<file path="config.mk">
export PLATFORM = sky130hd
export DESIGN_NAME = pcws_queue
export DESIGN_NICKNAME = d
export VERILOG_FILES = /design/src/rtl/core/pcws_pkg.sv /design/src/rtl/core/pcws_queue.sv
export SDC_FILE = /design/constraint.sdc
export NUM_CORES = 1
export LEC_CHECK = 0
export ABC_CLOCK_PERIOD_IN_PS = 4350
export BUFFER_PORTS_ARGS = -buffer_cell sky130_fd_sc_hd__buf_2
export CORE_UTILIZATION = 54
export CTS_BUF_LIST = sky130_fd_sc_hd__clkbuf_2 sky130_fd_sc_hd__clkbuf_4 sky130_fd_sc_hd__clkbuf_8
export DETAILED_ROUTE_END_ITERATION = 10
export PLACE_DENSITY = 0.82
export SYNTH_ARGS = -nofsm -noshare
export SYNTH_HDL_FRONTEND = slang
export SYNTH_SLANG_ARGS = --single-unit
</file>
<file path="constraint.sdc">
create_clock -name clk -period 4.35 [get_ports clk]
set_input_delay 1.305 -clock clk [delete_from_list [all_inputs] [get_ports clk]]
set_output_delay 1.305 -clock clk [all_outputs]
set_load 0.03 [all_outputs]
</file>
<file path="src/rtl/core/pcws_pkg.sv">
// ----------------------------------------------------------------------------
// pcws_pkg: shared types and constants of the prefix and CRC-32 window search
// Holds register indexes, the inter-module request types and the CRC update.
// ----------------------------------------------------------------------------
`default_nettype none
package pcws_pkg;

  localparam int IDX_W = 16;

  localparam logic [2:0] REG_START_ADDRESS = 3'd0;
  localparam logic [2:0] REG_BODY_LENGTH   = 3'd1;
  localparam logic [2:0] REG_PREFIX_LENGTH = 3'd2;
  localparam logic [2:0] REG_PREFIX_LOW    = 3'd3;
  localparam logic [2:0] REG_PREFIX_HIGH   = 3'd4;
  localparam logic [2:0] REG_TARGET_CRC    = 3'd5;

  localparam logic [31:0] CRC_POLY = 32'hEDB88320;

  // A request from the front to the back: a window to verify, or a plain
  // not-found report.
  typedef struct packed {
    logic              cand;
    logic [IDX_W-1:0]  start_idx;
    logic [31:0]       addr;
  } job_t;

  typedef struct packed {
    logic              en;
    logic [IDX_W-1:0]  idx;
    logic [7:0]        data;
  } mem_wr_t;

  typedef struct packed {
    logic valid;
    logic match;
  } verdict_t;

  function automatic logic [31:0] crc_byte(input logic [31:0] crc, input logic [7:0] b);
    logic [31:0] c;
    c = crc ^ {24'd0, b};
    for (int i = 0; i < 8; i++) begin
      c = c[0] ? ((c >> 1) ^ CRC_POLY) : (c >> 1);
    end
    return c;
  endfunction

endpackage
`default_nettype wire

</file>
<file path="src/rtl/core/pcws_queue.sv">
// ----------------------------------------------------------------------------
// pcws_queue: two-entry request queue between front and back
// Lets the front hand over a request while the back is still busy.
// ----------------------------------------------------------------------------
`default_nettype none
module pcws_queue (
  input  wire logic            clk,
  input  wire logic            rst_n,
  input  wire logic            push,
  input  wire pcws_pkg::job_t  push_data,
  input  wire logic            pop,
  output pcws_pkg::job_t       pop_data,
  output logic                 full,
  output logic                 empty
);
  import pcws_pkg::*;

  job_t       ent_r [2];
  logic       wr_ptr_r, wr_ptr_nxt;
  logic       rd_ptr_r, rd_ptr_nxt;
  logic [1:0] count_r, count_nxt;

  assign full     = (count_r == 2'd2);
  assign empty    = (count_r == 2'd0);
  assign pop_data = ent_r[rd_ptr_r];

  always_comb begin
    wr_ptr_nxt = wr_ptr_r;
    rd_ptr_nxt = rd_ptr_r;
    count_nxt  = count_r;
    if (push && !full) begin
      wr_ptr_nxt = ~wr_ptr_r;
    end
    if (pop && !empty) begin
      rd_ptr_nxt = ~rd_ptr_r;
    end
    if ((push && !full) && !(pop && !empty)) begin
      count_nxt = count_r + 2'd1;
    end else if (!(push && !full) && (pop && !empty)) begin
      count_nxt = count_r - 2'd1;
    end
  end

  always_ff @(posedge clk) begin
    if (!rst_n) begin
      wr_ptr_r <= 1'b0;
      rd_ptr_r <= 1'b0;
      count_r  <= 2'd0;
    end else begin
      wr_ptr_r <= wr_ptr_nxt;
      rd_ptr_r <= rd_ptr_nxt;
      count_r  <= count_nxt;
    end
  end

  always_ff @(posedge clk) begin
    if (push && !full) begin
      ent_r[wr_ptr_r] <= push_data;
    end
  end

endmodule
`default_nettype wire

</file>
==> metrics.md <==
| Metric | Value |
|---|---|
| Status | complete, no violations |
| DRC Markers | 0 |
| Crit path launch type | flip-flop |
| PostCTS Resize Cnt | 0 |
| CTS Buf Count | 9 |
| RSZ-0062 raised after global routing | no |
| Post-Synthesis Cells | between 150 and 200 |
| Synth warn | 0 |
| Post-DP HPWL | roughly 3900 um |
| Comb pwr share | about a third |
| P_sw | just over 900 uW |
| Post-Syn Nets | around 230 |
| Synth cell types | 23 |
| Core Util, Final | between 60% and 70% |
| CTS tree | yes |
| Antenna violations before repair | 0 |
| Hold WC Path Type | flip-flop to flip-flop |
| Net Sw Frac | between 30% and 40% |
| Seq pwr share | 47.8% |
| Hold_ws | between 0.5 and 0.6 ns |
| Drt pass-1 iters | 4 |
| Vias | roughly 2000 |
| Final hold viol count | 0 |
| Clock network power share | approximately a fifth |
| Pint | approximately 1.8 mW |
| Leading area contributor after synthesis | edfxtp_1 |
| Synth top area share | between 70% and 80% |
| Reg-to-reg setup timing slack | approximately 2.3 ns |
| WP data required | slightly above 3 ns |
| Pwr Density | approximately 590 mW/mm^2 |
| Total Routing Usage GR | between 10% and 20% |
| Minimum clock period | just over 3 ns |
| Final period util | 69.60% |
| Core Area | 0.006756 sq mm |
| First-pass GRT wire length | ~9000 um |
| Initial cell density of the core | 55.69% |
| CP Class | flip-flop to primary output |
| Primary FF master, synth | edfxtp_1 |
| Ys async rst share | 0% |
| Root Driver | clkbuf_8 |
| Final Skew | around 0.0074 ns |
| CP peak stage delay | between 0.4 and 0.5 ns |
| DR WL/cell | about 16 um |
| Setup slack after layout | 1.322 ns |
| Crit path cell chain | buf_4, mux2_2, buf_2 |
| Cell Rows | 30 |
| Setup TNS | 0 ns |
| Final-stage net count | ~340 |
| Antenna cells | 0 |
| Drt total wl | just under 6000 um |
| Area contributors post-synth | edfxtp_1 78%, mux2_2 12%, mux2_1 3.0%, dfxtp_1 2.7%, and2_1 0.50% |
| Slew Limit Fails | 0 |
| # port buffers | about 100 |
| Synthesized area | ~0.0038 sq mm |
| Hold Buf Count CTS | 0 |
| CP delay by family, top | buffers and inverters |
| Drt via density | ~5.2 |
| Post-synth EDFFs | 98 |
| Leak Pwr | approximately 1.7 nW |
| Max-cap violation count | 0 |
| Largest net degree at the start of global routing | 50 |
| CP max FO | 21 |
| Antenna Violating Nets Remaining | 0 |
| H-tree depth | 3 |
| #FFs+latches synth | slightly above 100 |
| Worst Setup End Kind | primary output |
| Setup bufs post-CTS | 0 |
| Chip height | approximately 85 um |
| Worst Path Arrival | between 1.5 and 2 ns |
| Final setup vio count | 0 |
| Pre-CTS WS | around 1.5 ns |
| Most common cell in the netlist | edfxtp_1 |
| Total grt overflow | 0 |
| 1st-iter DRT viols | 43 |
| Clk slew on worst S/H paths | about 0.080 ns |
| Top cells by count, synth | 98 x edfxtp_1, 39 x mux2_2, 10 x mux2_1 |
| IO Pins | approximately 100 |
| Rel. slew slack | a little under a quarter |
| Crit-path slowest cell | dfxtp_2 |
| Worst VDD drop | roughly 400 uV |
| Die width | 85.47 um |
| Die area | 0.007305 sq mm |
| Worst Max-Slew Pin Slew | roughly 1.2 ns |
| Final std cells w/o fill | ~380 |
| Sequential area share after synthesis | roughly 81% |
| CTS max path bufs | 2 |
| Share of layout cells above drive strength 1 | a little under three fifths |
| Clock insertion delay at the later pin of the skew report | roughly 0.35 ns |
| Critical path buffer and inverter count | 2 |
| Achievable Freq | 330.3 MHz |
| Vias in the first global route | around 2000 |
| Clk sink count | slightly above 100 |
| Syn_area_per_cell | between 20 and 25 sq um |
| Dpl cells | 359 |
| Layout Area Growth over Synthesis | 21.12% |
| GPL Wtd Cong | approximately 0.7 |
==> state kept, by name (all words and copies together), names as in the netlist, named ones only <==
signal	cells
rd_ptr_r	1
ent_r	98
count_r	2
wr_ptr_r	1
==> final timing paths <==
check / from / end / cells past startpoint
min reg2reg: count_r[1] / count_r[1] / 2
max reg2reg: count_r[0] / ent_r[1][47] / 2
max: flip-flop / pop_data[3] / 3
min: count_r[1] / count_r[1] / 2
==> cell type report <==
type                    count  area (sq um)
clock buffers              11         138.9
clock inverters             5         35.03
fillers                   481          2200
inverters                   2         7.507
multi-input cells          67         685.7
flip-flops and latches    103          3044
well taps                  80         100.1
repair buffers            107         545.5
==> worst min-delay path: stages, from the launching register on <==
cell and delay (ns):
dfxtp_1 0.35, o21ai_0 0.09, a21boi_1 0.06
==> metrics by stage <==
stage | area, sq um | power (mW)
floorplan | 3762 | 1.984
global placement | 4383 | 2.204
detailed placement | 4383 | 2.226
CTS | 4557 | 2.735
global route | 4557 | 2.828
finish | 4557 | 2.709
==> logic make-up after synthesis <==
family                   synth area share [%]
XOR/XNOR                               0.6985
AO/OA/AOI/OAI                          0.8646
buffers and inverters                   1.097
flip-flops                              80.88
adder cells (fa/ha/maj)                0.3325
multiplexers                            14.67
AND/OR/NAND/NOR                         1.464
==> power by group through the flow <==
stage | registers [mW] | clock network (mW) | logic [mW]
floorplan | 1.30 | 0 | 0.682
global placement | 1.31 | 0 | 0.893
detailed placement | 1.32 | 0 | 0.906
CTS | 1.30 | 0.528 | 0.910
global route | 1.31 | 0.569 | 0.950
finish | 1.29 | 0.517 | 0.897
==> routing by layer <==
layer | global-route usage (%) | up-vias | wire length (um)
met5 | 0 | - | 0
met4 | 7.879 | 0 | 115
met3 | 5.642 | 12 | 356
met2 | 29.60 | 73 | 2972
met1 | 18.30 | 963 | 2407
li1 | - | 915 | -
==> cell usage in the layout (no fill, tap or decap), types with 2 or more instances in the layout <==
cell        instances
and2_1              3
buf_2             103
buf_4               4
clkbuf_4            2
clkbuf_8            9
clkinvlp_4          3
dfxtp_1             4
edfxtp_1           98
mux2_1             10
mux2_2             39
nor2_1              2
xnor2_1             2
No activity file was read; power rests on OpenSTA's default activity.
