### config.mk
export PLATFORM = sky130hd
export DESIGN_NAME = pcws_front
export DESIGN_NICKNAME = d
export VERILOG_FILES = /design/src/rtl/core/pcws_pkg.sv /design/src/rtl/core/pcws_front.sv
export SDC_FILE = /design/constraint.sdc
export NUM_CORES = 1
export LEC_CHECK = 0
export BUFFER_PORTS_ARGS = -buffer_cell sky130_fd_sc_hd__buf_4
export CAP_MARGIN = 20
export CORE_MARGIN = 1
export CORE_UTILIZATION = 55
export DETAILED_ROUTE_END_ITERATION = 8
export GPL_ROUTABILITY_DRIVEN = 0
export GPL_TIMING_DRIVEN = 0
export PLACE_DENSITY = 0.77
export SYNTH_ARGS = -nofsm -noshare
export SYNTH_HDL_FRONTEND = slang
export SYNTH_SLANG_ARGS = --single-unit
### constraint.sdc
create_clock -name clk -period 19.2 [get_ports clk]
set_input_delay 1.92 -clock clk [delete_from_list [all_inputs] [get_ports clk]]
set_output_delay 1.92 -clock clk [all_outputs]
set_load 0.02 [all_outputs]
### src/rtl/core/pcws_pkg.sv
// ----------------------------------------------------------------------------
// pcws_pkg: shared types and constants of the prefix and CRC-32 window search
// Holds register indexes, the inter-module request types and the CRC update.
// ----------------------------------------------------------------------------
`default_nettype none
package pcws_pkg;

  localparam int IDX_W = 16;

  localparam logic [2:0] REG_START_ADDRESS = 3'd0;
  localparam logic [2:0] REG_BODY_LENGTH   = 3'd1;
  localparam logic [2:0] REG_PREFIX_LENGTH = 3'd2;
  localparam logic [2:0] REG_PREFIX_LOW    = 3'd3;
  localparam logic [2:0] REG_PREFIX_HIGH   = 3'd4;
  localparam logic [2:0] REG_TARGET_CRC    = 3'd5;

  localparam logic [31:0] CRC_POLY = 32'hEDB88320;

  // A request from the front to the back: a window to verify, or a plain
  // not-found report.
  typedef struct packed {
    logic              cand;
    logic [IDX_W-1:0]  start_idx;
    logic [31:0]       addr;
  } job_t;

  typedef struct packed {
    logic              en;
    logic [IDX_W-1:0]  idx;
    logic [7:0]        data;
  } mem_wr_t;

  typedef struct packed {
    logic valid;
    logic match;
  } verdict_t;

  function automatic logic [31:0] crc_byte(input logic [31:0] crc, input logic [7:0] b);
    logic [31:0] c;
    c = crc ^ {24'd0, b};
    for (int i = 0; i < 8; i++) begin
      c = c[0] ? ((c >> 1) ^ CRC_POLY) : (c >> 1);
    end
    return c;
  endfunction

endpackage
`default_nettype wire

### src/rtl/core/pcws_front.sv
// ----------------------------------------------------------------------------
// pcws_front: byte intake and window classification
// Stores each byte while the scan runs, tracks the scan position and the latest unmapped byte,
// and hands windows that pass the cheap checks, and not-found reports, to the back.
// ----------------------------------------------------------------------------
`default_nettype none
module pcws_front #(
  parameter int MAX_BODY   = 4096,
  parameter int MAX_PREFIX = 16
) (
  input  wire logic               clk,
  input  wire logic               rst_n,
  input  wire logic               in_valid,
  output logic                    in_ready,
  input  wire logic [7:0]         in_data_byte,
  input  wire logic               in_mapped,
  input  wire logic               in_last_byte,
  input  wire logic [31:0]        start_address,
  input  wire logic [12:0]        body_length,
  input  wire logic [4:0]         prefix_length,
  input  wire logic               rearm,
  output logic                    q_push,
  output pcws_pkg::job_t          q_data,
  input  wire logic               q_full,
  input  wire pcws_pkg::verdict_t verdict,
  output pcws_pkg::mem_wr_t       mem_wr
);
  import pcws_pkg::*;

  localparam int AW = (MAX_BODY > 1) ? $clog2(MAX_BODY) : 1;
  localparam logic [AW-1:0] LAST_IDX = AW'(MAX_BODY - 1);

  typedef enum logic [1:0] {
    F_IDLE = 2'b01,
    F_WAIT = 2'b10
  } fstate_t;

  fstate_t       state_r, state_nxt;
  logic [31:0]   seen_r, seen_nxt;
  logic          done_r, done_nxt;
  logic          unm_v_r, unm_v_nxt;
  logic [31:0]   unm_pos_r, unm_pos_nxt;
  logic [AW-1:0] wr_idx_r, wr_idx_nxt;
  logic          last_l_r, last_l_nxt;
  logic          done_before_r, done_before_nxt;

  logic          accept, examine, body_ok, complete, unm_clear, addr_ok, pre_ok, cand;
  logic [31:0]   body32, first;
  logic [32:0]   addr_sum;
  logic [31:0]   idx_diff;

  assign in_ready = (state_r == F_IDLE) && !q_full;
  assign accept   = in_valid && in_ready;

  assign body32    = {19'd0, body_length};
  assign examine   = !done_r && (seen_r != 32'hFFFFFFFF);
  assign body_ok   = (body_length != 13'd0) && (body32 <= 32'(MAX_BODY));
  assign complete  = seen_r >= (body32 - 32'd1);
  assign first     = seen_r - (body32 - 32'd1);
  assign unm_clear = in_mapped && (!unm_v_r || (unm_pos_r < first));
  assign addr_sum  = {1'b0, start_address} + {1'b0, seen_r};
  assign addr_ok   = !addr_sum[32];
  assign pre_ok    = (prefix_length != 5'd0) && ({27'd0, prefix_length} <= 32'(MAX_PREFIX))
                     && ({8'd0, prefix_length} <= body_length);
  assign cand      = examine && body_ok && complete && unm_clear && addr_ok && pre_ok;

  // Store index of the window's first byte, modulo the store depth.
  always_comb begin
    if ({{(32-AW){1'b0}}, wr_idx_r} >= (body32 - 32'd1)) begin
      idx_diff = {{(32-AW){1'b0}}, wr_idx_r} - (body32 - 32'd1);
    end else begin
      idx_diff = {{(32-AW){1'b0}}, wr_idx_r} + 32'(MAX_BODY) - (body32 - 32'd1);
    end
  end

  always_comb begin
    state_nxt       = state_r;
    seen_nxt        = seen_r;
    done_nxt        = done_r;
    unm_v_nxt       = unm_v_r;
    unm_pos_nxt     = unm_pos_r;
    wr_idx_nxt      = wr_idx_r;
    last_l_nxt      = last_l_r;
    done_before_nxt = done_before_r;
    q_push          = 1'b0;
    q_data          = '0;
    mem_wr          = '0;

    case (state_r)
      F_IDLE: begin
        if (accept) begin
          if (examine && body_ok) begin
            mem_wr.en   = 1'b1;
            mem_wr.idx  = IDX_W'(wr_idx_r);
            mem_wr.data = in_data_byte;
            wr_idx_nxt  = (wr_idx_r == LAST_IDX) ? '0 : wr_idx_r + 1'b1;
            if (!in_mapped) begin
              unm_v_nxt   = 1'b1;
              unm_pos_nxt = seen_r;
            end
          end
          if (examine) begin
            seen_nxt = seen_r + 32'd1;
          end
          if (cand) begin
            q_push           = 1'b1;
            q_data.cand      = 1'b1;
            q_data.start_idx = IDX_W'(idx_diff[AW-1:0]);
            q_data.addr      = start_address + first;
            last_l_nxt       = in_last_byte;
            done_before_nxt  = done_r;
            state_nxt        = F_WAIT;
          end else if (in_last_byte) begin
            if (!done_r) begin
              q_push = 1'b1;
            end
            seen_nxt   = '0;
            unm_v_nxt  = 1'b0;
            done_nxt   = 1'b0;
            wr_idx_nxt = '0;
          end
        end
      end
      F_WAIT: begin
        if (verdict.valid) begin
          state_nxt = F_IDLE;
          if (verdict.match) begin
            done_nxt = 1'b1;
          end
          if (last_l_r) begin
            if (!done_before_r && !verdict.match) begin
              q_push = 1'b1;
            end
            seen_nxt   = '0;
            unm_v_nxt  = 1'b0;
            done_nxt   = 1'b0;
            wr_idx_nxt = '0;
          end
        end
      end
      default: begin
        state_nxt = F_IDLE;
      end
    endcase

    if (rearm) begin
      seen_nxt   = '0;
      unm_v_nxt  = 1'b0;
      done_nxt   = 1'b0;
      wr_idx_nxt = '0;
    end
  end

  always_ff @(posedge clk) begin
    if (!rst_n) begin
      state_r  <= F_IDLE;
      seen_r   <= '0;
      done_r   <= 1'b0;
      unm_v_r  <= 1'b0;
      wr_idx_r <= '0;
    end else begin
      state_r  <= state_nxt;
      seen_r   <= seen_nxt;
      done_r   <= done_nxt;
      unm_v_r  <= unm_v_nxt;
      wr_idx_r <= wr_idx_nxt;
    end
  end

  always_ff @(posedge clk) begin
    unm_pos_r     <= unm_pos_nxt;
    last_l_r      <= last_l_nxt;
    done_before_r <= done_before_nxt;
  end

endmodule
`default_nettype wire

==> summary.md <==
| Metric | Value |
|---|---|
| Post-cts hold buffer count | `0` |
| Number of H-tree levels | `3` |
| Post-synth EDFFs | `34` |
| Worst Path Required | `between 15 and 20 ns` |
| Hold Crit Class | `flip-flop to flip-flop` |
| Status | `completed` |
| FF-to-FF path depth | `26` |
| Drt first pass iters | `5` |
| GR Util met2 | `49.9%` |
| Startpoint Class | `primary input` |
| DP HPWL | `21.6 mm` |
| Post-route ant nets | `0` |
| Post-synthesis xor/xnor area fraction | `8.09%` |
| Layout fillers | `1,425` |
| Die Wd | `133 um` |
| Ys async rst share | `0%` |
| # resized after CTS | `0` |
| Total Power | `0.487 mW` |
| Data arrival time of the critical path | `10.05 ns` |
| Wire per inst | `17.4 um` |
| Die Footprint | `between 15,000 and 20,000 um2` |
| Final #Nets | `1,547` |
| Synth warn | `0` |
| Register-to-register setup slack | `11.95 ns` |
| Vias in the first global route | `between 8,000 and 9,000` |
| Setup TNS | `0 ns` |
| Minimum clock period | `11.97 ns` |
| CTS root buffer | `clkbuf_16` |
| Syn Inst Count | `1,186` |
| Total track usage | `31.1%` |
| Fmax | `83.6 MHz` |
| Worst Skew | `0.00589 ns` |
| Post-CTS Setup Inserts | `0` |
| Yosys reg bits | `82` |
| Area Growth Syn to Fin | `17.2%` |
| Initial Util | `56.7%` |
| CTS tree | `yes` |
| Ports | `143` |
| Post-Synth Simple-Gate Area | `a little over a fifth` |
| Max Cap Viol | `0` |
| ANT cells | `0` |
| Critical R2R Launch | `seen_r[0]` |
| Met1 Use GR | `42.7%` |
| WHS Path Cells | `2` |
| Die H | `133 um` |
| DRT iter0 DRCs | `721` |
| Hold path endpoint | `state_r[1]` |
| Clock transition at path regs | `0.06 ns` |
| Clock sink total | `82` |
| Area share of fa/ha/maj cells after synthesis | `19.8%` |
| Gr ovfl total | `0` |
| CTS Buf Count | `9` |
| Post-Syn Area | `9440 um2` |
| Port bufs | `around 130` |
| Synthesized area per cell | `7.96 um2` |
| Max-slew headroom | `20.1%` |
| Crit path kind | `primary input to primary output` |
| Critical Path Slowest Stage Cell | `clkbuf_1` |
| Largest family of logic cells by synthesized area | `compound AO/OA/AOI/OAI gates` |
| Synth unique cells | `77` |
| Pleak | `5.30 nW` |
| Vias per cell | `about 6` |
| Largest net degree at the start of global routing | `33` |
| Sequential share of the synthesized area | `21.0%` |
| GR Layer Usage met3 | `3.75%` |
| Peak supply drop | `roughly 0.000031 V` |
| First-pass GRT wire length | `~44 mm` |
| Initial antenna violation count | `0` |
| GRT Max-Usage Layer | `met2` |
| Complex-gate fraction of the synthesized area | `24.4%` |
| Tightest Pin Transition | `1.20 ns` |
| Row count | `47` |
| Worst path max stage delay | `0.71 ns` |
| Critical Path Sink Type | `primary output` |
| CP Max Fanout | `10` |
| WL final | `27.1 mm` |
| Total power per unit cell area | `roughly 44 nW/um2` |
| Final setup viols | `0` |
| RSZ-0062 raised after global routing | `no` |
| Clk_lat worst skew | `0.35 ns` |
| CTS max path bufs | `2` |
| Predominant post-synthesis flop cell | `dfxtp_1` |
| Pins Over Slew Limit | `0` |
| Multi-input logic area | `7020 um2` |
| Core ar. | `16,600 um2` |
| Fraction of synthesized area in multiplexers | `less than 1%` |
| Final worst-path cycle share | `a little over 60%` |
| Hold Fails Final Rpt | `0` |
| Layout cells sized above 1 | `13.5%` |
| R2R Path End | `last_l_r` |
| DR vias | `9,437` |
| Hold_sp | `state_r[1]` |
| Drt drc | `0` |
| Seq. cell area | `about 2000 um2` |
[layer usage]
layer	vias to the layer above	part of all wire, %
li1	4667	-
met1	4367	46
met2	355	45
met3	48	7.0
met4	0	2.5
met5	-	0
[placed cells by master (no fill, tap or decap), types with 44 or more instances in the layout]
cell and n:
buf_4 142, ha_1 141, nand2_1 99, nor2_1 91, o21ai_0 77, a21oi_1 73
inv_1 71, a21o_1 62, dfxtp_1 48, xnor2_1 45, nand3_1 44
[critical path: cells and delay by family]
kind	cells	cell delay, ns
AND/OR/NAND/NOR	10	2.55
AO/OA/AOI/OAI	10	2.34
buffers and inverters	7	1.88
adder cells (fa/ha/maj)	3	0.95
XOR/XNOR	2	0.37
[cells in the mapped netlist (23+ instances only)]
master,number,area share (%)
a31oi_1,23,1.5
nor2_1,91,3.6
xor2_1,37,3.4
xnor2_1,45,4.2
ha_1,141,19
nor3_1,31,1.6
inv_1,71,2.8
nand4_1,30,2.0
nand2_1,99,3.9
and2_1,25,1.7
a21oi_1,73,3.9
o21ai_0,77,4.1
edfxtp_1,34,11
nand3_1,44,2.3
a21o_1,62,4.9
dfxtp_1,48,10
[final cells by class]
cell class / instances / share of cell area (%)
buffer: 39 / 1.80
clock buffer: 9 / 2.04
clock inverter: 7 / 0.905
inverter: 71 / 2.41
multi-input combinational: 1001 / 63.5
sequential: 82 / 17.9
tap: 220 / 2.49
timing repair buffer: 132 / 8.96
[through the flow]
stage / util (%) / area [um2] / hold WS, ns / instances / setup WS, ns
6_report: 66.4 / 11100 / 0.484 / 1561 / 7.23
3_5_place_dp: 64.5 / 10700 / 0.475 / 1545 / 7.36
3_3_place_gp: 64.5 / 10700 / 0.468 / 1545 / 7.46
2_1_floorplan: - / 9460 / 0.429 / 1193 / 8.77
5_1_grt: 66.4 / 11100 / 0.501 / 1561 / 6.73
4_1_cts: 66.4 / 11100 / 0.485 / 1561 / 7.30
[cell families after synthesis]
group / after synthesis
compound gates: 350
xor+xnor: 84
fa+ha+maj: 148
buf+inv: 110
flops: 82
mux: 4
other cells: 1
simple gates: 407
[registers in the layout, summed over array words and instances (netlist names)]
register / flops
seen_r: 32
unm_v_r: 1
wr_idx_r: 12
done_before_r: 1
state_r: 2
done_r: 1
unm_pos_r: 32
last_l_r: 1
[how the worst max path moves through the flow]
| stage | start | end | depth (start not counted) | slack, ns |
|---|---|---|---|---|
| after floorplan | body_length[0] | q_data[11] | 32 | 8.77 |
| after global placement | body_length[0] | q_data[43] | 31 | 7.46 |
| after detailed placement | body_length[0] | q_data[43] | 32 | 7.36 |
| after CTS | body_length[0] | q_data[43] | 32 | 7.30 |
| after global routing | body_length[0] | q_data[43] | 31 | 6.73 |
| final | body_length[0] | q_data[43] | 32 | 7.23 |
[power by group]
part	internal, mW	switching (mW)
clock	0.115	0.0790
combinational	0.0483	0.0611
sequential	0.182	0.000938
No activity file was read; power rests on OpenSTA's default activity.
